==> src/rtl/isotp_pkg.sv <==
package isotp_pkg;

    localparam int ID_W     = 29;
    localparam int LEN_W    = 12;
    localparam int BYTE_W   = 8;
    localparam int CNT_W    = 4;
    localparam int NMSG_W   = 3;
    localparam int CFG_IDX_W = 3;
    localparam int FRAME_BYTES = 8;

    localparam logic [ID_W-1:0] FUNC_ADDR_RST = 29'd2015;
    localparam logic [ID_W-1:0] PHYS_ADDR_RST = 29'd2016;
    localparam logic [ID_W-1:0] RESP_ADDR_RST = 29'd2024;
    localparam logic [BYTE_W-1:0] FC_BS_RST    = 8'd0;
    localparam logic [BYTE_W-1:0] FC_STMIN_RST = 8'd2;

    localparam logic [CFG_IDX_W-1:0] CFG_FUNC_ADDR = 3'd0;
    localparam logic [CFG_IDX_W-1:0] CFG_PHYS_ADDR = 3'd1;
    localparam logic [CFG_IDX_W-1:0] CFG_RESP_ADDR = 3'd2;
    localparam logic [CFG_IDX_W-1:0] CFG_FC_BS     = 3'd3;
    localparam logic [CFG_IDX_W-1:0] CFG_FC_STMIN  = 3'd4;

    localparam logic [3:0] PCI_SINGLE = 4'd0;
    localparam logic [3:0] PCI_FIRST  = 4'd1;
    localparam logic [3:0] PCI_CONSEC = 4'd2;

    localparam logic [BYTE_W-1:0] FC_CTS = 8'h30;
    localparam logic [3:0] SF_MAX_LEN = 4'd7;
    localparam logic [NMSG_W-1:0] FF_DATA_BYTES = 3'd6;
    localparam logic [NMSG_W-1:0] CF_DATA_BYTES = 3'd7;
    localparam logic [CNT_W-1:0] FC_REPLY_BYTES = 4'd3;
    localparam logic [CNT_W-1:0] PASS_RESULTS = 4'd8;

    typedef enum logic [2:0] {
        KIND_MSG     = 3'd0,
        KIND_FC      = 3'd1,
        KIND_PASS    = 3'd2,
        KIND_SEQ_ERR = 3'd3,
        KIND_EMPTY   = 3'd4
    } kind_t;

    typedef enum logic [2:0] {
        PLAN_PASS,
        PLAN_SF,
        PLAN_FF,
        PLAN_CF,
        PLAN_SEQ_ERR
    } plan_t;

    typedef enum logic {
        ST_IDLE,
        ST_EMIT
    } state_t;

    typedef struct packed {
        logic accept;
        logic emit;
    } ctrl_cmd_t;

    typedef struct packed {
        logic has_results;
        logic last_item;
    } dp_status_t;

endpackage

==> src/rtl/isotp_ctrl.sv <==
module isotp_ctrl
    import isotp_pkg::*;
(
    input  logic       clk,
    input  logic       rst_n,
    input  logic       in_valid,
    input  logic       out_valid,
    input  logic       out_stall,
    input  dp_status_t status,
    output ctrl_cmd_t  cmd,
    output logic       in_stall
);

    state_t state_reg;
    state_t state_next;

    always_ff @(posedge clk or negedge rst_n)
    begin
        if (!rst_n)
        begin
            state_reg <= ST_IDLE;
        end
        else
        begin
            state_reg <= state_next;
        end
    end

    always_comb
    begin
        state_next = state_reg;
        case (state_reg)
            ST_IDLE:
            begin
                if (in_valid && status.has_results)
                begin
                    state_next = ST_EMIT;
                end
            end
            ST_EMIT:
            begin
                if ((!out_valid || !out_stall) && status.last_item)
                begin
                    state_next = ST_IDLE;
                end
            end
            default:
            begin
                state_next = ST_IDLE;
            end
        endcase
    end

    always_comb
    begin
        cmd.accept = 1'b0;
        cmd.emit   = 1'b0;
        in_stall   = 1'b1;
        case (state_reg)
            ST_IDLE:
            begin
                in_stall   = 1'b0;
                cmd.accept = in_valid;
            end
            ST_EMIT:
            begin
                cmd.emit = !out_valid || !out_stall;
            end
            default:
            begin
                in_stall = 1'b1;
            end
        endcase
    end

endmodule

==> src/rtl/isotp_dp.sv <==
module isotp_dp
    import isotp_pkg::*;
(
    input  logic                 clk,
    input  logic                 rst_n,
    input  ctrl_cmd_t            cmd,
    output dp_status_t           status,
    input  logic                 cfg_write,
    input  logic [CFG_IDX_W-1:0] cfg_index,
    input  logic [ID_W-1:0]      cfg_data,
    input  logic                 bus_select,
    input  logic [ID_W-1:0]      can_id,
    input  logic [BYTE_W-1:0]    byte0,
    input  logic [BYTE_W-1:0]    byte1,
    input  logic [BYTE_W-1:0]    byte2,
    input  logic [BYTE_W-1:0]    byte3,
    input  logic [BYTE_W-1:0]    byte4,
    input  logic [BYTE_W-1:0]    byte5,
    input  logic [BYTE_W-1:0]    byte6,
    input  logic [BYTE_W-1:0]    byte7,
    input  logic                 out_stall,
    output logic                 out_valid,
    output logic [2:0]           kind,
    output logic                 bus,
    output logic [ID_W-1:0]      frame_id,
    output logic [LEN_W-1:0]     byte_index,
    output logic [BYTE_W-1:0]    byte_value,
    output logic [LEN_W-1:0]     message_length,
    output logic                 message_done,
    output logic                 last
);

    // configuration
    logic [ID_W-1:0]   func_addr_reg;
    logic [ID_W-1:0]   phys_addr_reg;
    logic [ID_W-1:0]   resp_addr_reg;
    logic [BYTE_W-1:0] fc_bs_reg;
    logic [BYTE_W-1:0] fc_stmin_reg;

    // reassembly state
    logic [LEN_W-1:0] exp_len_reg;
    logic [LEN_W-1:0] exp_len_next;
    logic [LEN_W-1:0] rx_count_reg;
    logic [LEN_W-1:0] rx_count_next;
    logic [3:0]       next_seq_reg;
    logic [3:0]       next_seq_next;
    logic             active_reg;
    logic             active_next;

    // latched request and its result plan
    logic [BYTE_W-1:0] frame_reg [FRAME_BYTES];
    logic              bus_reg;
    logic [ID_W-1:0]   id_reg;
    plan_t             plan_reg;
    plan_t             plan_next;
    logic [CNT_W-1:0]  total_reg;
    logic [CNT_W-1:0]  total_next;
    logic [NMSG_W-1:0] nmsg_reg;
    logic [NMSG_W-1:0] nmsg_next;
    logic [LEN_W-1:0]  base_reg;
    logic [LEN_W-1:0]  base_next;
    logic [LEN_W-1:0]  len_reg;
    logic [LEN_W-1:0]  len_next;
    logic              done_flag_reg;
    logic              done_flag_next;
    logic [CNT_W-1:0]  idx_reg;
    logic [CNT_W-1:0]  idx_next;

    // output register
    logic              out_valid_reg;
    logic              out_valid_next;
    kind_t             kind_reg;
    kind_t             kind_next;
    logic              bus_out_reg;
    logic [ID_W-1:0]   frame_id_reg;
    logic [ID_W-1:0]   frame_id_next;
    logic [LEN_W-1:0]  byte_index_reg;
    logic [LEN_W-1:0]  byte_index_next;
    logic [BYTE_W-1:0] byte_value_reg;
    logic [BYTE_W-1:0] byte_value_next;
    logic [LEN_W-1:0]  msg_len_reg;
    logic [LEN_W-1:0]  msg_len_next;
    logic              done_out_reg;
    logic              done_out_next;
    logic              last_out_reg;

    // decode signals
    logic              is_diag;
    logic [3:0]        pci;
    logic [NMSG_W-1:0] sf_len;
    logic [LEN_W-1:0]  ff_len;
    logic [NMSG_W-1:0] ff_n;
    logic [LEN_W-1:0]  cf_rem;
    logic [NMSG_W-1:0] cf_n;

    // emit signals
    logic [2:0]        byte_sel;
    logic [BYTE_W-1:0] sel_byte;
    logic              msg_phase;
    logic [CNT_W-1:0]  fc_j;
    logic              msg_end;
    logic [BYTE_W-1:0] fc_byte;

    always_ff @(posedge clk or negedge rst_n)
    begin
        if (!rst_n)
        begin
            func_addr_reg <= FUNC_ADDR_RST;
            phys_addr_reg <= PHYS_ADDR_RST;
            resp_addr_reg <= RESP_ADDR_RST;
            fc_bs_reg     <= FC_BS_RST;
            fc_stmin_reg  <= FC_STMIN_RST;
        end
        else if (cfg_write)
        begin
            case (cfg_index)
                CFG_FUNC_ADDR: func_addr_reg <= cfg_data;
                CFG_PHYS_ADDR: phys_addr_reg <= cfg_data;
                CFG_RESP_ADDR: resp_addr_reg <= cfg_data;
                CFG_FC_BS:     fc_bs_reg     <= cfg_data[BYTE_W-1:0];
                CFG_FC_STMIN:  fc_stmin_reg  <= cfg_data[BYTE_W-1:0];
                default:       ;
            endcase
        end
    end

    // request decode
    always_comb
    begin
        is_diag = (can_id == func_addr_reg) || (can_id == phys_addr_reg);
        pci     = byte0[7:4];
        sf_len  = (byte0[3:0] > SF_MAX_LEN) ? SF_MAX_LEN[NMSG_W-1:0] : byte0[NMSG_W-1:0];
        ff_len  = {byte0[3:0], byte1};
        ff_n    = (ff_len < {{(LEN_W-NMSG_W){1'b0}}, FF_DATA_BYTES})
                  ? ff_len[NMSG_W-1:0] : FF_DATA_BYTES;
        cf_rem  = exp_len_reg - rx_count_reg;
        cf_n    = (cf_rem < {{(LEN_W-NMSG_W){1'b0}}, CF_DATA_BYTES})
                  ? cf_rem[NMSG_W-1:0] : CF_DATA_BYTES;

        plan_next      = PLAN_PASS;
        total_next     = PASS_RESULTS;
        nmsg_next      = '0;
        base_next      = '0;
        len_next       = '0;
        done_flag_next = 1'b0;
        exp_len_next   = exp_len_reg;
        rx_count_next  = rx_count_reg;
        next_seq_next  = next_seq_reg;
        active_next    = active_reg;

        if (is_diag)
        begin
            total_next = '0;
            case (pci)
                PCI_SINGLE:
                begin
                    plan_next      = PLAN_SF;
                    nmsg_next      = sf_len;
                    total_next     = (sf_len == '0) ? CNT_W'(1) : {1'b0, sf_len};
                    len_next       = {{(LEN_W-NMSG_W){1'b0}}, sf_len};
                    done_flag_next = 1'b1;
                    active_next    = 1'b0;
                    exp_len_next   = {{(LEN_W-NMSG_W){1'b0}}, sf_len};
                    rx_count_next  = {{(LEN_W-NMSG_W){1'b0}}, sf_len};
                end
                PCI_FIRST:
                begin
                    plan_next      = PLAN_FF;
                    nmsg_next      = ff_n;
                    total_next     = ((ff_n == '0) ? CNT_W'(1) : {1'b0, ff_n})
                                     + FC_REPLY_BYTES;
                    len_next       = ff_len;
                    done_flag_next = (ff_len <= {{(LEN_W-NMSG_W){1'b0}}, FF_DATA_BYTES});
                    exp_len_next   = ff_len;
                    rx_count_next  = {{(LEN_W-NMSG_W){1'b0}}, ff_n};
                    next_seq_next  = 4'd1;
                    active_next    = (ff_len > {{(LEN_W-NMSG_W){1'b0}}, FF_DATA_BYTES});
                end
                PCI_CONSEC:
                begin
                    if (active_reg)
                    begin
                        len_next  = exp_len_reg;
                        base_next = rx_count_reg;
                        if (byte0[3:0] != next_seq_reg)
                        begin
                            plan_next  = PLAN_SEQ_ERR;
                            total_next = CNT_W'(1);
                        end
                        else
                        begin
                            plan_next      = PLAN_CF;
                            nmsg_next      = cf_n;
                            total_next     = {1'b0, cf_n};
                            done_flag_next = (cf_rem == {{(LEN_W-NMSG_W){1'b0}}, cf_n});
                            rx_count_next  = rx_count_reg
                                             + {{(LEN_W-NMSG_W){1'b0}}, cf_n};
                            next_seq_next  = next_seq_reg + 4'd1;
                            if (done_flag_next)
                            begin
                                active_next = 1'b0;
                            end
                        end
                    end
                end
                default:
                begin
                    total_next = '0;
                end
            endcase
        end
    end

    assign status.has_results = (total_next != '0);
    assign status.last_item   = (idx_reg == (total_reg - CNT_W'(1)));

    always_ff @(posedge clk or negedge rst_n)
    begin
        if (!rst_n)
        begin
            exp_len_reg  <= '0;
            rx_count_reg <= '0;
            next_seq_reg <= '0;
            active_reg   <= 1'b0;
        end
        else if (cmd.accept)
        begin
            exp_len_reg  <= exp_len_next;
            rx_count_reg <= rx_count_next;
            next_seq_reg <= next_seq_next;
            active_reg   <= active_next;
        end
    end

    always_ff @(posedge clk)
    begin
        if (cmd.accept)
        begin
            frame_reg[0]  <= byte0;
            frame_reg[1]  <= byte1;
            frame_reg[2]  <= byte2;
            frame_reg[3]  <= byte3;
            frame_reg[4]  <= byte4;
            frame_reg[5]  <= byte5;
            frame_reg[6]  <= byte6;
            frame_reg[7]  <= byte7;
            bus_reg       <= bus_select;
            id_reg        <= can_id;
            plan_reg      <= plan_next;
            total_reg     <= total_next;
            nmsg_reg      <= nmsg_next;
            base_reg      <= base_next;
            len_reg       <= len_next;
            done_flag_reg <= done_flag_next;
        end
    end

    always_comb
    begin
        idx_next = idx_reg;
        if (cmd.accept)
        begin
            idx_next = '0;
        end
        else if (cmd.emit)
        begin
            idx_next = idx_reg + CNT_W'(1);
        end
    end

    always_ff @(posedge clk or negedge rst_n)
    begin
        if (!rst_n)
        begin
            idx_reg <= '0;
        end
        else
        begin
            idx_reg <= idx_next;
        end
    end

    // result generation for the current index
    always_comb
    begin
        byte_sel  = (plan_reg == PLAN_PASS) ? idx_reg[2:0]
                  : ((plan_reg == PLAN_FF) ? 3'd2 : 3'd1) + idx_reg[2:0];
        sel_byte  = frame_reg[byte_sel];
        msg_phase = (idx_reg < {1'b0, nmsg_reg});
        msg_end   = (idx_reg + CNT_W'(1) == {1'b0, nmsg_reg}) && done_flag_reg;
        fc_j      = idx_reg - ((nmsg_reg == '0) ? CNT_W'(1) : {1'b0, nmsg_reg});
        case (fc_j[1:0])
            2'd0:    fc_byte = FC_CTS;
            2'd1:    fc_byte = fc_bs_reg;
            2'd2:    fc_byte = fc_stmin_reg;
            default: fc_byte = '0;
        endcase

        kind_next       = KIND_MSG;
        frame_id_next   = '0;
        byte_index_next = base_reg + {{(LEN_W-CNT_W){1'b0}}, idx_reg};
        byte_value_next = sel_byte;
        msg_len_next    = len_reg;
        done_out_next   = msg_end;

        case (plan_reg)
            PLAN_PASS:
            begin
                kind_next       = KIND_PASS;
                frame_id_next   = id_reg;
                byte_index_next = {{(LEN_W-CNT_W){1'b0}}, idx_reg};
                msg_len_next    = '0;
                done_out_next   = 1'b0;
            end
            PLAN_SF, PLAN_CF, PLAN_FF:
            begin
                if (!msg_phase)
                begin
                    if ((nmsg_reg == '0) && (idx_reg == '0))
                    begin
                        kind_next       = KIND_EMPTY;
                        byte_index_next = '0;
                        byte_value_next = '0;
                        msg_len_next    = '0;
                        done_out_next   = 1'b1;
                    end
                    else
                    begin
                        kind_next       = KIND_FC;
                        frame_id_next   = resp_addr_reg;
                        byte_index_next = {{(LEN_W-2){1'b0}}, fc_j[1:0]};
                        byte_value_next = fc_byte;
                        msg_len_next    = '0;
                        done_out_next   = 1'b0;
                    end
                end
            end
            PLAN_SEQ_ERR:
            begin
                kind_next       = KIND_SEQ_ERR;
                byte_index_next = base_reg;
                byte_value_next = {4'b0, frame_reg[0][3:0]};
                done_out_next   = 1'b0;
            end
            default:
            begin
                kind_next = KIND_MSG;
            end
        endcase
    end

    always_comb
    begin
        if (cmd.emit)
        begin
            out_valid_next = 1'b1;
        end
        else
        begin
            out_valid_next = out_valid_reg && out_stall;
        end
    end

    always_ff @(posedge clk or negedge rst_n)
    begin
        if (!rst_n)
        begin
            out_valid_reg <= 1'b0;
        end
        else
        begin
            out_valid_reg <= out_valid_next;
        end
    end

    always_ff @(posedge clk)
    begin
        if (cmd.emit)
        begin
            kind_reg       <= kind_next;
            bus_out_reg    <= bus_reg;
            frame_id_reg   <= frame_id_next;
            byte_index_reg <= byte_index_next;
            byte_value_reg <= byte_value_next;
            msg_len_reg    <= msg_len_next;
            done_out_reg   <= done_out_next;
            last_out_reg   <= status.last_item;
        end
    end

    assign out_valid      = out_valid_reg;
    assign kind           = kind_reg;
    assign bus            = bus_out_reg;
    assign frame_id       = frame_id_reg;
    assign byte_index     = byte_index_reg;
    assign byte_value     = byte_value_reg;
    assign message_length = msg_len_reg;
    assign message_done   = done_out_reg;
    assign last           = last_out_reg;

endmodule

==> src/rtl/isotp_frame_receiver_core.sv <==
// channel   direction  handshake             payload
// in        input      in_valid / in_stall   bus_select, can_id, byte0..byte7
// out       output     out_valid / out_stall kind, bus, frame_id, byte_index, byte_value,
//                                            message_length, message_done, last
// cfg       input      cfg_write             cfg_index, cfg_data
//
// a request is accepted, then 0 to 9 results are emitted,
// one result per cycle while out_stall does not hold it, through the single output register
// a request with no results frees the input on the next cycle
// in_stall is high while results of the current request are being emitted
// out_stall holds the output register and pauses emission
// reset clears the reassembly state and loads the register defaults
module isotp_frame_receiver_core
    import isotp_pkg::*;
(
    input  logic                 clk,
    input  logic                 rst_n,
    input  logic                 cfg_write,
    input  logic [CFG_IDX_W-1:0] cfg_index,
    input  logic [ID_W-1:0]      cfg_data,
    input  logic                 in_valid,
    output logic                 in_stall,
    input  logic                 bus_select,
    input  logic [ID_W-1:0]      can_id,
    input  logic [BYTE_W-1:0]    byte0,
    input  logic [BYTE_W-1:0]    byte1,
    input  logic [BYTE_W-1:0]    byte2,
    input  logic [BYTE_W-1:0]    byte3,
    input  logic [BYTE_W-1:0]    byte4,
    input  logic [BYTE_W-1:0]    byte5,
    input  logic [BYTE_W-1:0]    byte6,
    input  logic [BYTE_W-1:0]    byte7,
    output logic                 out_valid,
    input  logic                 out_stall,
    output logic [2:0]           kind,
    output logic                 bus,
    output logic [ID_W-1:0]      frame_id,
    output logic [LEN_W-1:0]     byte_index,
    output logic [BYTE_W-1:0]    byte_value,
    output logic [LEN_W-1:0]     message_length,
    output logic                 message_done,
    output logic                 last
);

    ctrl_cmd_t  cmd;
    dp_status_t status;

    isotp_ctrl u_ctrl (
        .clk       (clk),
        .rst_n     (rst_n),
        .in_valid  (in_valid),
        .out_valid (out_valid),
        .out_stall (out_stall),
        .status    (status),
        .cmd       (cmd),
        .in_stall  (in_stall)
    );

    isotp_dp u_dp (
        .clk            (clk),
        .rst_n          (rst_n),
        .cmd            (cmd),
        .status         (status),
        .cfg_write      (cfg_write),
        .cfg_index      (cfg_index),
        .cfg_data       (cfg_data),
        .bus_select     (bus_select),
        .can_id         (can_id),
        .byte0          (byte0),
        .byte1          (byte1),
        .byte2          (byte2),
        .byte3          (byte3),
        .byte4          (byte4),
        .byte5          (byte5),
        .byte6          (byte6),
        .byte7          (byte7),
        .out_stall      (out_stall),
        .out_valid      (out_valid),
        .kind           (kind),
        .bus            (bus),
        .frame_id       (frame_id),
        .byte_index     (byte_index),
        .byte_value     (byte_value),
        .message_length (message_length),
        .message_done   (message_done),
        .last           (last)
    );

    // a taken result that is not the last is followed at once by the next one
    assert property (@(posedge clk) disable iff (!rst_n)
        (out_valid && !out_stall && !last) |=> out_valid)
        else $error("result sequence broken");

    // no new request while results of the current one are pending
    assert property (@(posedge clk) disable iff (!rst_n)
        (out_valid && !last) |-> in_stall)
        else $error("input open during emission");

    assert property (@(posedge clk) disable iff (!rst_n)
        (out_valid && message_done) |->
            (kind == KIND_MSG || kind == KIND_EMPTY))
        else $error("message_done on wrong kind");

endmodule
==> config.mk <==
export PLATFORM = sky130hd
export DESIGN_NAME = isotp_frame_receiver_core
export DESIGN_NICKNAME = d
export VERILOG_FILES = /design/src/rtl/isotp_pkg.sv /design/src/rtl/isotp_ctrl.sv /design/src/rtl/isotp_dp.sv /design/src/rtl/isotp_frame_receiver_core.sv
export SDC_FILE = /design/constraint.sdc
export NUM_CORES = 1
export LEC_CHECK = 0
export BUFFER_PORTS_ARGS = -buffer_cell sky130_fd_sc_hd__buf_4
export CAP_MARGIN = 20
export CORE_MARGIN = 3
export CORE_UTILIZATION = 55
export CTS_BUF_LIST = sky130_fd_sc_hd__clkbuf_8 sky130_fd_sc_hd__clkbuf_16
export CTS_CLUSTER_DIAMETER = 150
export CTS_CLUSTER_SIZE = 24
export DETAILED_ROUTE_END_ITERATION = 7
export PLACE_DENSITY = 0.72
export REMOVE_ABC_BUFFERS = 1
export SLEW_MARGIN = 25
export SYNTH_ARGS = -nofsm -noshare
export SYNTH_HDL_FRONTEND = slang
export SYNTH_SLANG_ARGS = --single-unit
==> constraint.sdc <==
create_clock -name clk -period 13.8 [get_ports clk]
set_clock_uncertainty 0.05 [all_clocks]
set_input_delay 2.76 -clock clk [delete_from_list [all_inputs] [get_ports clk]]
set_output_delay 2.76 -clock clk [all_outputs]
set_load 0.05 [all_outputs]
==> results of run 1 <==
[through the flow]
step / hold WS, ps / area (µm²)
2_1_floorplan: 350.3 / 15210
3_3_place_gp: 352.3 / 17280
3_5_place_dp: 361.4 / 17280
4_1_cts: 384.0 / 17760
5_1_grt: 393.2 / 17780
6_report: 381.9 / 17780
[layer usage]
layer	up-vias	GRT usage, %	share of wire, %
met5	-	0	0.036
met4	2	6.250	2.4
met3	60	3.373	5.2
met2	299	41.13	51
met1	5030	31.96	42
li1	4639	-	-
[final timing paths]
kind	cells after the start	slack (ps)	to	from
setup / recovery	8	8340	u_dp.exp_len_reg[0]$_DFFE_PN0P_	can_id[25]
hold / removal	0	380	u_dp.bus$_DFFE_PP_	u_dp.bus_reg$_DFFE_PP_
setup reg to reg	16	9440	u_dp.rx_count_reg[11]$_DFFE_PN0P_	u_dp.exp_len_reg[0]$_DFFE_PN0P_
hold reg to reg	0	380	u_dp.bus$_DFFE_PP_	u_dp.bus_reg$_DFFE_PP_
max in group asynchronous	2	10370	u_dp.active_reg$_DFFE_PN0P_	rst_n
min in group asynchronous	1	2190	u_dp.resp_addr_reg[14]$_DFFE_PN0P_	rst_n
[layout by cell type, fill, tap and decap left out, types with 17 or more instances in the layout]
cell,Yosys,routed
edfxtp_1,196,196
nor2_1,45,43
a21oi_1,32,32
mux2_2,103,103
nor3_1,28,28
nand2_1,98,98
dfstp_2,24,24
and2_1,19,19
clkbuf_16,0,17
buf_4,0,208
xnor2_1,19,19
inv_1,34,43
ha_1,28,28
nor4_1,19,18
o21ai_0,54,54
dfrtp_1,114,114
a22o_1,30,30
xor2_1,70,70
[power by group]
part | total, mW | internal [mW] | switching (mW)
sequential | 1.40 | 1.30 | 0.100
clock | 0.531 | 0.232 | 0.299
combinational | 1.01 | 0.375 | 0.631
total | 2.94 | 1.91 | 1.03
[critical path: cells and delay by family]
family	cells	cell delay (ps)
XOR/XNOR	1	150
AND/OR/NAND/NOR	4	2240
buffers and inverters	1	130
AO/OA/AOI/OAI	2	480
[logic make-up after synthesis]
group / share of synthesized area, %
multiplexers: 10.72
buffers and inverters: 2.143
AND/OR/NAND/NOR: 9.636
adder cells (fa/ha/maj): 2.857
AO/OA/AOI/OAI: 8.694
flip-flops: 60.78
XOR/XNOR: 5.163
[cell type report]
type                       instances  area (µm²)  area share [%]
clock buffer                      18       439.2           2.470
clock inverter                    11       41.29          0.2322
timing repair buffer             211        1599           8.993
sequential                       334        9369           52.69
tap                              372       465.4           2.618
inverter                          34       132.6          0.7459
multi-input combinational        736        5734           32.25
==> run metrics, run 1 <==
status finished clean; max reg flops 64; Setup TNS Final 0 ps; Final Wtd Congestion 0.9210; Placed Cells 1686; Max Cap Viol 0; share of layout cells above drive strength 1 30.58%; critical-path cell list buf_4 > xor2_1 > nor4_1 > nand4_1 > o22ai_4 > nand2_1 > nor3_2 > o21ai_0; Via density 5.845; initial antenna violation count 1; Worst Setup Start Kind primary input; Crit. End Element register; Area Overhead vs Synth 15.36%; CP max stage delay 860 ps; Clock Latency Late Sink 500 ps; Async SR Flop Fraction 41.32%; GRT overflow 0; Final Setup Violations 0; Tmin final 5460 ps; Ys Warns 0; setup repair bufs after CTS 0; RSZ-0062 raised after global routing no; top post-synthesis cells by area edfxtp_1, dfrtp_1, mux2_2; Routed WL 36280 µm; num rows 60; worst vdd ir 88.65 µV; Slew Viols, Final 0; Netlist Area Pre-Place 15410 µm²; HP Class register to register; Crit Path Category primary input to register; synthesized area per cell 13.41 µm²; Worst-Margin Slew 944.0 ps; final period utilization 39.56%; fin worst setup slack 8340 ps; TritonRoute pass-1 iters 7; clock transition at the registers of the reported paths 100 ps; pwr/cell area 165.4 nW/µm²; most instantiated cells after synthesis edfxtp_1, dfrtp_1, mux2_2; DR iter-0 viols 792; die height 173.4 µm; Residual DRC 0; DR vias 10030; Tot Pwr 2.941 mW; clk buf depth 3; die area 30070 µm²; number of hold buffers added after CTS 0; fmax 0.1832 GHz; ANT nets after route 0; detailed placement HPWL 25900 µm; Ant. Diodes 0; H-tree levels 1; first-pass GRT wire length 56910 µm; Post-synth EDFFs 196; cts repair resizes 0; Main synth FF type edfxtp_1; die width 173.4 µm; CTS buffer count 17; WL per Instance 21.14 µm; Yosys cell types 82; top-area cell type share of the netlist area 38.18%; fin cells 1716; initial core utilization 56.56%; # port buffers 199; FF+latch count, synth 334; dpl ws 7835 ps; Post-Syn Instances 1149; Slew headroom 37.07%; maximum fanout along the worst path 22; crit path DAT 5770 ps; area leader, netlist edfxtp_1; sequential element share of the synthesized area 60.78%; Hold Violations, Final 0; slowest CP cell nor3_2; CTS Root Cell clkbuf_16; final core occ 65.25%; placeable core area 27250 µm²; CTS tree built; IO Pins 200; vias in the first global route 10154; leakage 7.017 nW; largest net degree at the start of global routing 83; clk sink count 334; fillers 2088; most frequent cell after synthesis edfxtp_1; nets@finish 1497; data required time at the worst endpoint 14110 ps; total track usage 23.83%
Power figures use the tool's default switching activity.
==> run 2, diff against run 1 <==
- clock period: 13.8 -> 5.2 ns (I/O delays scaled with it)
==> run metrics, run 2 (synthesis gave the netlist of run 1 again) <==
most frequent cells in the layout buf_4, edfxtp_1, dfrtp_1, mux2_2, nand2_1; die height 173.4 µm (unchanged); die area 30070 µm² (unchanged); detailed placement HPWL 26120 µm (+0.84%); P_int 5.067 mW (+170%); fmax 0.2424 GHz; pwr/cell area 438.0 nW/µm² (+160%); Crit Path Category register to register; status finished clean; H-tree levels 1 (unchanged); Tot Pwr 7.803 mW (+170%); combinational share of power 34.2% (about the same); Max Cap Viol 0 (unchanged); nets@finish 1503 (+0.40%); HP Class register to register; clock transition at the registers of the reported paths 100 ps (about the same); num rows 60 (unchanged); Tmin final 4126 ps; clk sink count 334 (unchanged); Switching Fraction 35.06% (about the same); DR iter-0 viols 740 (-6.6%); Worst Hold End u_dp.bus$_DFFE_PP_; placeable core area 27250 µm² (unchanged); Area Overhead vs Synth 15.58%; WL per Instance 21.12 µm (-0.12%); routed wl met3 1823 µm (-2.8%); RR Endpoint u_dp.rx_count_reg[8]$_DFFE_PN0P_; fin worst setup slack 1074 ps (-7266 ps); Routed WL 36390 µm (+0.29%); worst hold slack 387.5 ps (+5.577 ps); fillers 2084 (-0.19%); Final Wtd Congestion 0.8766 (-4.8%); clk buf depth 3 (unchanged); Slew headroom 37.98% (+0.91 points); DR vias 9933 (-0.97%); RSZ-0062 raised after global routing no; setup repair bufs after CTS 0 (unchanged); largest net degree at the start of global routing 72 (-13%); TritonRoute pass-1 iters 5 (-2); share of layout cells above drive strength 1 30.89% (+0.31 points); CTS buffer count 17 (unchanged); IO Pins 200 (unchanged); max reg flops 64 (unchanged); # port buffers 199 (unchanged); R2R setup slack 1070 ps (-8370 ps); dpl ws 1100 ps (-6735 ps); GRT overflow 0 (unchanged); leakage 7.043 nW (+0.36%); data required time at the worst endpoint 5520 ps (-8590 ps); WHS Path Cells 0 (unchanged); cells on worst reg2reg path 19 (+3); CTS Root Cell clkbuf_16; first-pass GRT wire length 57040 µm (+0.22%); WL met1 15530 µm (+2.2%); final core occ 65.37% (+0.12 points); Worst Setup Start Kind register; sequential power share 47.6% (about the same); Top Metal Used met4; initial antenna violation count 0 (-1); initial core utilization 56.56% (unchanged); cts repair resizes 0 (unchanged); final period utilization 79.34%; vias in the first global route 10079 (-0.74%); number of hold buffers added after CTS 0 (unchanged); met2 WL 18180 µm (-0.85%); r2r startpoint u_dp.exp_len_reg[0]$_DFFE_PN0P_; Via density 5.765 (-1.4%); worst vdd ir 196.9 µV (+120%); Slew Viols, Final 0 (unchanged); CTS tree built; switching pwr 2.736 mW (+170%); Residual DRC 0 (unchanged); hold path startpoint u_dp.bus_reg$_DFFE_PP_; power share of the clock group 18.1% (about the same); Hold Violations, Final 0 (unchanged); ANT nets after route 0 (unchanged); maximum fanout along the worst path 4 (-82%); Crit. End Element register; commonest non-fill, non-tap cell in the layout buf_4; die width 173.4 µm (unchanged); total track usage 23.90% (+0.075 points); crit path DAT 4440 ps (-1330 ps); Worst-Margin Slew 910.9 ps (-33.11 ps); Final Setup Violations 0 (unchanged); Clock Latency Late Sink 500 ps (about the same)
run 2: cell count changes in the layout (fill, tap and decap cells not counted):
cell     change
buf_4        +8
buf_6        -1
buf_8        -1
diode_2      +1
inv_4        +1
inv_6        -1
run 2: how the worst max path moves through the flow:
stage / start / end / slack, ps / depth (start not counted)
after floorplan: in_valid / u_dp.rx_count_reg[10]$_DFFE_PN0P_ / -350 / 4
after global placement: u_dp.exp_len_reg[0]$_DFFE_PN0P_ / u_dp.rx_count_reg[4]$_DFFE_PN0P_ / 1170 / 19
after detailed placement: u_dp.exp_len_reg[0]$_DFFE_PN0P_ / u_dp.rx_count_reg[4]$_DFFE_PN0P_ / 1100 / 19
after CTS: u_dp.exp_len_reg[0]$_DFFE_PN0P_ / u_dp.rx_count_reg[8]$_DFFE_PN0P_ / 1090 / 19
after global routing: u_dp.exp_len_reg[0]$_DFFE_PN0P_ / u_dp.rx_count_reg[4]$_DFFE_PN0P_ / 820 / 19
final: u_dp.exp_len_reg[0]$_DFFE_PN0P_ / u_dp.rx_count_reg[8]$_DFFE_PN0P_ / 1070 / 19
run 2: power by group through the flow:
stage	combinational (mW)	sequential [mW]	clock, mW
floorplan	1.18	4.39	0
global placement	2.65	3.76	0
detailed placement	2.68	3.77	0
CTS	2.70	3.72	1.46
global route	2.86	3.77	1.55
finish	2.67	3.72	1.41
run 2: metal layers:
| metal | track usage (%) | vias to the layer above |
|---|---|---|
| met3 | 3.022 | 44 |
| met5 | 0 | - |
| li1 | - | 4635 |
| met2 | 41.07 | 274 |
| met1 | 32.73 | 4980 |
| met4 | 5.709 | 0 |
run 2: metrics by stage:
| stage | cell area, µm² | std cells | setup TNS, ps |
|---|---|---|---|
| 3_3_place_gp | 17330 | 1693 | 0 |
| 5_1_grt | 17810 | 1722 | 0 |
| 3_5_place_dp | 17330 | 1693 | 0 |
| 4_1_cts | 17810 | 1722 | 0 |
| 6_report | 17810 | 1723 | 0 |
| 2_1_floorplan | 15210 | 1104 | -3809 |
run 2: final cells by class:
cell class / count / area, µm² / share of cell area [%]
clock inverters: 11 / 41.29 / 0.2318
repair buffers: 217 / 1633 / 9.166
flip-flops and latches: 334 / 9369 / 52.59
clock buffers: 18 / 439.2 / 2.465
multi-input cells: 736 / 5734 / 32.19
inverters: 34 / 130.1 / 0.7304
well taps: 372 / 465.4 / 2.613
diodes: 1 / 2.502 / 0.01405
run 2: worst max-delay path, stage by stage, from the launching register on:
cell and delay (ps):
dfrtp_1 400, inv_1 70, ha_1 180, inv_1 60, fa_1 400, a21o_1 220
o2bb2ai_2 140, o21a_1 200, or4_1 460, and4_4 180, and4_4 200, nand2_1 80
ha_1 160, inv_1 60, fa_1 400, inv_1 70, a21oi_1 120, nor4_1 320
xnor2_1 200, nor2_2 40
==> run 3, diff against run 2 <==
- ABC_AREA: not set -> 1
- clock period: 5.2 -> 4.2 ns (I/O delays scaled with it)
==> run metrics, run 3 <==
most frequent cells in the layout nand2_1, buf_4, edfxtp_1, inv_1, nor2_1; FF+latch count, synth 334 (unchanged); vias in the first global route 11048 (+9.6%); Post-synth EDFFs 196 (unchanged); Top Metal Used met5; ANT nets after route 0 (unchanged); top-area cell type share of the netlist area 37.70% (-0.49 points); IO Pins 200 (unchanged); largest net degree at the start of global routing 132 (+83%); Crit. End Element register; H-tree levels 1 (unchanged); die width 174.5 µm (+0.63%); sequential element share of the synthesized area 60.00% (-0.78 points); most instantiated cells after synthesis nand2_1, edfxtp_1, inv_1; placeable core area 27860 µm² (+2.2%); WL per Instance 17.98 µm (-15%); total track usage 24.46% (+0.56 points); Final Wtd Congestion 0.9109 (+3.9%); fin cells 2104 (+22%); routed wl met3 2493 µm (+37%); clock transition at the registers of the reported paths 100 ps (about the same); Ant. Diodes 0 (-1); die area 30450 µm² (+1.3%); pwr/cell area 528.4 nW/µm² (+21%); Tmin final 3773 ps (-352.4 ps); Yosys cell types 53 (-35%); Tot Pwr 9.492 mW (+22%); setup repair bufs after CTS 0 (unchanged); Slew Viols, Final 0 (unchanged); HP Class primary input to async pin; clk buf depth 3 (unchanged); combinational share of power 33.8% (-0.4 points); post-synthesis compound-gate area fraction 10.63% (+1.9 points); RSZ-0062 raised after global routing no; P_int 5.967 mW (+18%); Post-Synth Simple-Gate Area 16.48% (+6.8 points); commonest non-fill, non-tap cell in the layout nand2_1; first-pass GRT wire length 59640 µm (+4.6%); nets@finish 1879 (+25%); Netlist Area Pre-Place 15610 µm² (+1.3%); fillers 2312 (+11%); maximum fanout along the worst path 6 (+2); cell area after layout 17960 µm² (+0.84%); data required time at the worst endpoint 4600 ps (-920 ps); leakage 7.967 nW (+13%); XOR/XNOR share of the synthesized area 4.648% (-0.51 points); die height 174.5 µm (+0.63%); num rows 61 (+1.7%); Ys Warns 0 (unchanged); mux share of post-synthesis cell area 0.1442% (-11 points); Main synth FF type edfxtp_1; Via density 5.434 (-5.7%); most frequent cell after synthesis nand2_1; Worst-Margin Slew 890.1 ps (-20.78 ps); Max Cap Viol 0 (unchanged); clk sink count 334 (unchanged); switching pwr 3.525 mW (+29%); Crit Path Category register to register; Routed WL 37830 µm (+4.0%); Switching Fraction 37.14% (+2.1 points); initial core utilization 56.05% (-0.51 points); max reg flops 64 (unchanged); Post-Synth Adder-Cell Area 2.757% (-0.10 points); fmax 0.2650 GHz (+9.3%); CTS buffer count 17 (unchanged); sequential power share 47.4% (-0.2 points); Slew headroom 40.44% (+2.5 points); Cell Area, Placed 17470 µm² (+0.79%); synthesized area per cell 10.17 µm² (-24%); TritonRoute pass-1 iters 5 (unchanged); status finished clean; area leader, netlist edfxtp_1; met2 WL 17690 µm (-2.7%); Placed Cells 2075 (+23%); CTS tree built; CTS Root Cell clkbuf_16; Residual DRC 0 (unchanged); Clock Latency Late Sink 520 ps (+20 ps); worst hold slack 354.0 ps (-33.50 ps); Post-Syn Instances 1535 (+34%); cts repair resizes 0 (unchanged); worst vdd ir 425.6 µV (+120%); final period utilization 89.84% (+10 points); DR vias 11433 (+15%); crit path DAT 4170 ps (-270 ps); Worst Setup Start Kind register; top post-synthesis cells by area edfxtp_1, dfrtp_1, nand2_1; initial antenna violation count 1 (+1); detailed placement HPWL 26680 µm (+2.1%); # port buffers 199 (unchanged); Hold Violations, Final 0 (unchanged); final core occ 64.48% (-0.89 points); Area Overhead vs Synth 15.05%; Final Setup Violations 0 (unchanged); DR iter-0 viols 912 (+23%); largest family of logic cells by synthesized area simple AND/OR/NAND/NOR gates; Async SR Flop Fraction 41.32% (unchanged); share of layout cells above drive strength 1 17.44% (-13 points); GRT overflow 0 (unchanged); power share of the clock group 18.8% (+0.7 points); WL met1 16840 µm (+8.5%); number of hold buffers added after CTS 0 (unchanged)
run 3: changes by cell type after synthesis, sizes merged, moves of 11 or more:
cell | previous run | this run
and2 | 19 | 0
xnor2 | 20 | 32
o21ai | 60 | 167
nand4 | 13 | 24
nor2 | 51 | 153
mux2 | 103 | 2
nand3 | 9 | 61
nor4 | 21 | 2
inv | 34 | 159
mux2i | 12 | 0
nand2 | 98 | 326
mux4 | 16 | 0
xor2 | 70 | 50
run 3: worst paths after layout:
kind / from / slack (ps) / endpoint / depth (start not counted)
worst max-delay path: u_dp.exp_len_reg[0]$_DFFE_PN0P_ / 430 / u_dp.rx_count_reg[11]$_DFFE_PN0P_ / 23
min in group clk: u_dp.bus_reg$_DFFE_PP_ / 390 / u_dp.bus$_DFFE_PP_ / 0
worst min-delay path: rst_n / 350 / u_dp.phys_addr_reg[14]$_DFFE_PN0P_ / 1
worst max register to register: u_dp.exp_len_reg[0]$_DFFE_PN0P_ / 430 / u_dp.rx_count_reg[11]$_DFFE_PN0P_ / 23
worst min register to register: u_dp.bus_reg$_DFFE_PP_ / 390 / u_dp.bus$_DFFE_PP_ / 0
max in group asynchronous: rst_n / 2780 / u_dp.func_addr_reg[1]$_DFFE_PN1P_ / 2
run 3: critical path: stages, from the launching register on:
cell	delay (ps)
dfrtp_1	390
inv_1	70
ha_1	150
inv_1	90
fa_1	440
nand2_1	100
nand2_1	100
nand3b_1	90
nand2_1	60
nor2_1	130
nand3_2	130
nor2_4	130
nand4_1	110
a21oi_2	190
nand2_1	90
ha_1	380
a21oi_1	170
inv_1	80
a31oi_2	220
inv_1	120
nand3_1	90
xor2_1	150
nand3_1	90
o21ai_1	90
run 3: cell type report:
cell class / instances / area, µm² / area share, %
clock buffer: 18 / 439.2 / 2.445
clock inverter: 11 / 46.29 / 0.2577
inverter: 159 / 600.6 / 3.343
multi-input combinational: 992 / 5425 / 30.20
sequential: 334 / 9369 / 52.16
tap: 378 / 473.0 / 2.633
timing repair buffer: 212 / 1610 / 8.964
run 3: cell families (layout without fill, tap and decap cells):
group                      count (synthesis)  in the layout
adders and majority gates                 32             32
AOI/OAI and AO/OA                        278            278
muxes                                      2              2
DFF                                      334            334
xor gates and xnor gates                  82             82
and+or+nand+nor                          598            598
buffers and inverters                    209            400
run 3: per-stage QoR:
stage | TNS (ps) | setup slack (ps)
global route | 0 | 74.00
finish | 0 | 426.8
global placement | 0 | 426.0
CTS | 0 | 341.1
floorplan | -13760 | -732.9
detailed placement | 0 | 356.6
run 3: power by group through the flow:
stage,registers (mW),logic [mW],clock network [mW]
finish,4.50,3.21,1.78
global route,4.56,3.50,1.94
CTS,4.50,3.22,1.81
detailed placement,4.57,3.21,0
global placement,4.55,3.17,0
floorplan,5.33,1.36,0
run 3: per-layer routing:
| metal | global-route usage [%] | up-vias |
|---|---|---|
| met1 | 34.81 | 5451 |
| met2 | 40.18 | 380 |
| li1 | - | 5552 |
| met4 | 5.851 | 2 |
| met3 | 3.648 | 48 |
| met5 | 0 | - |
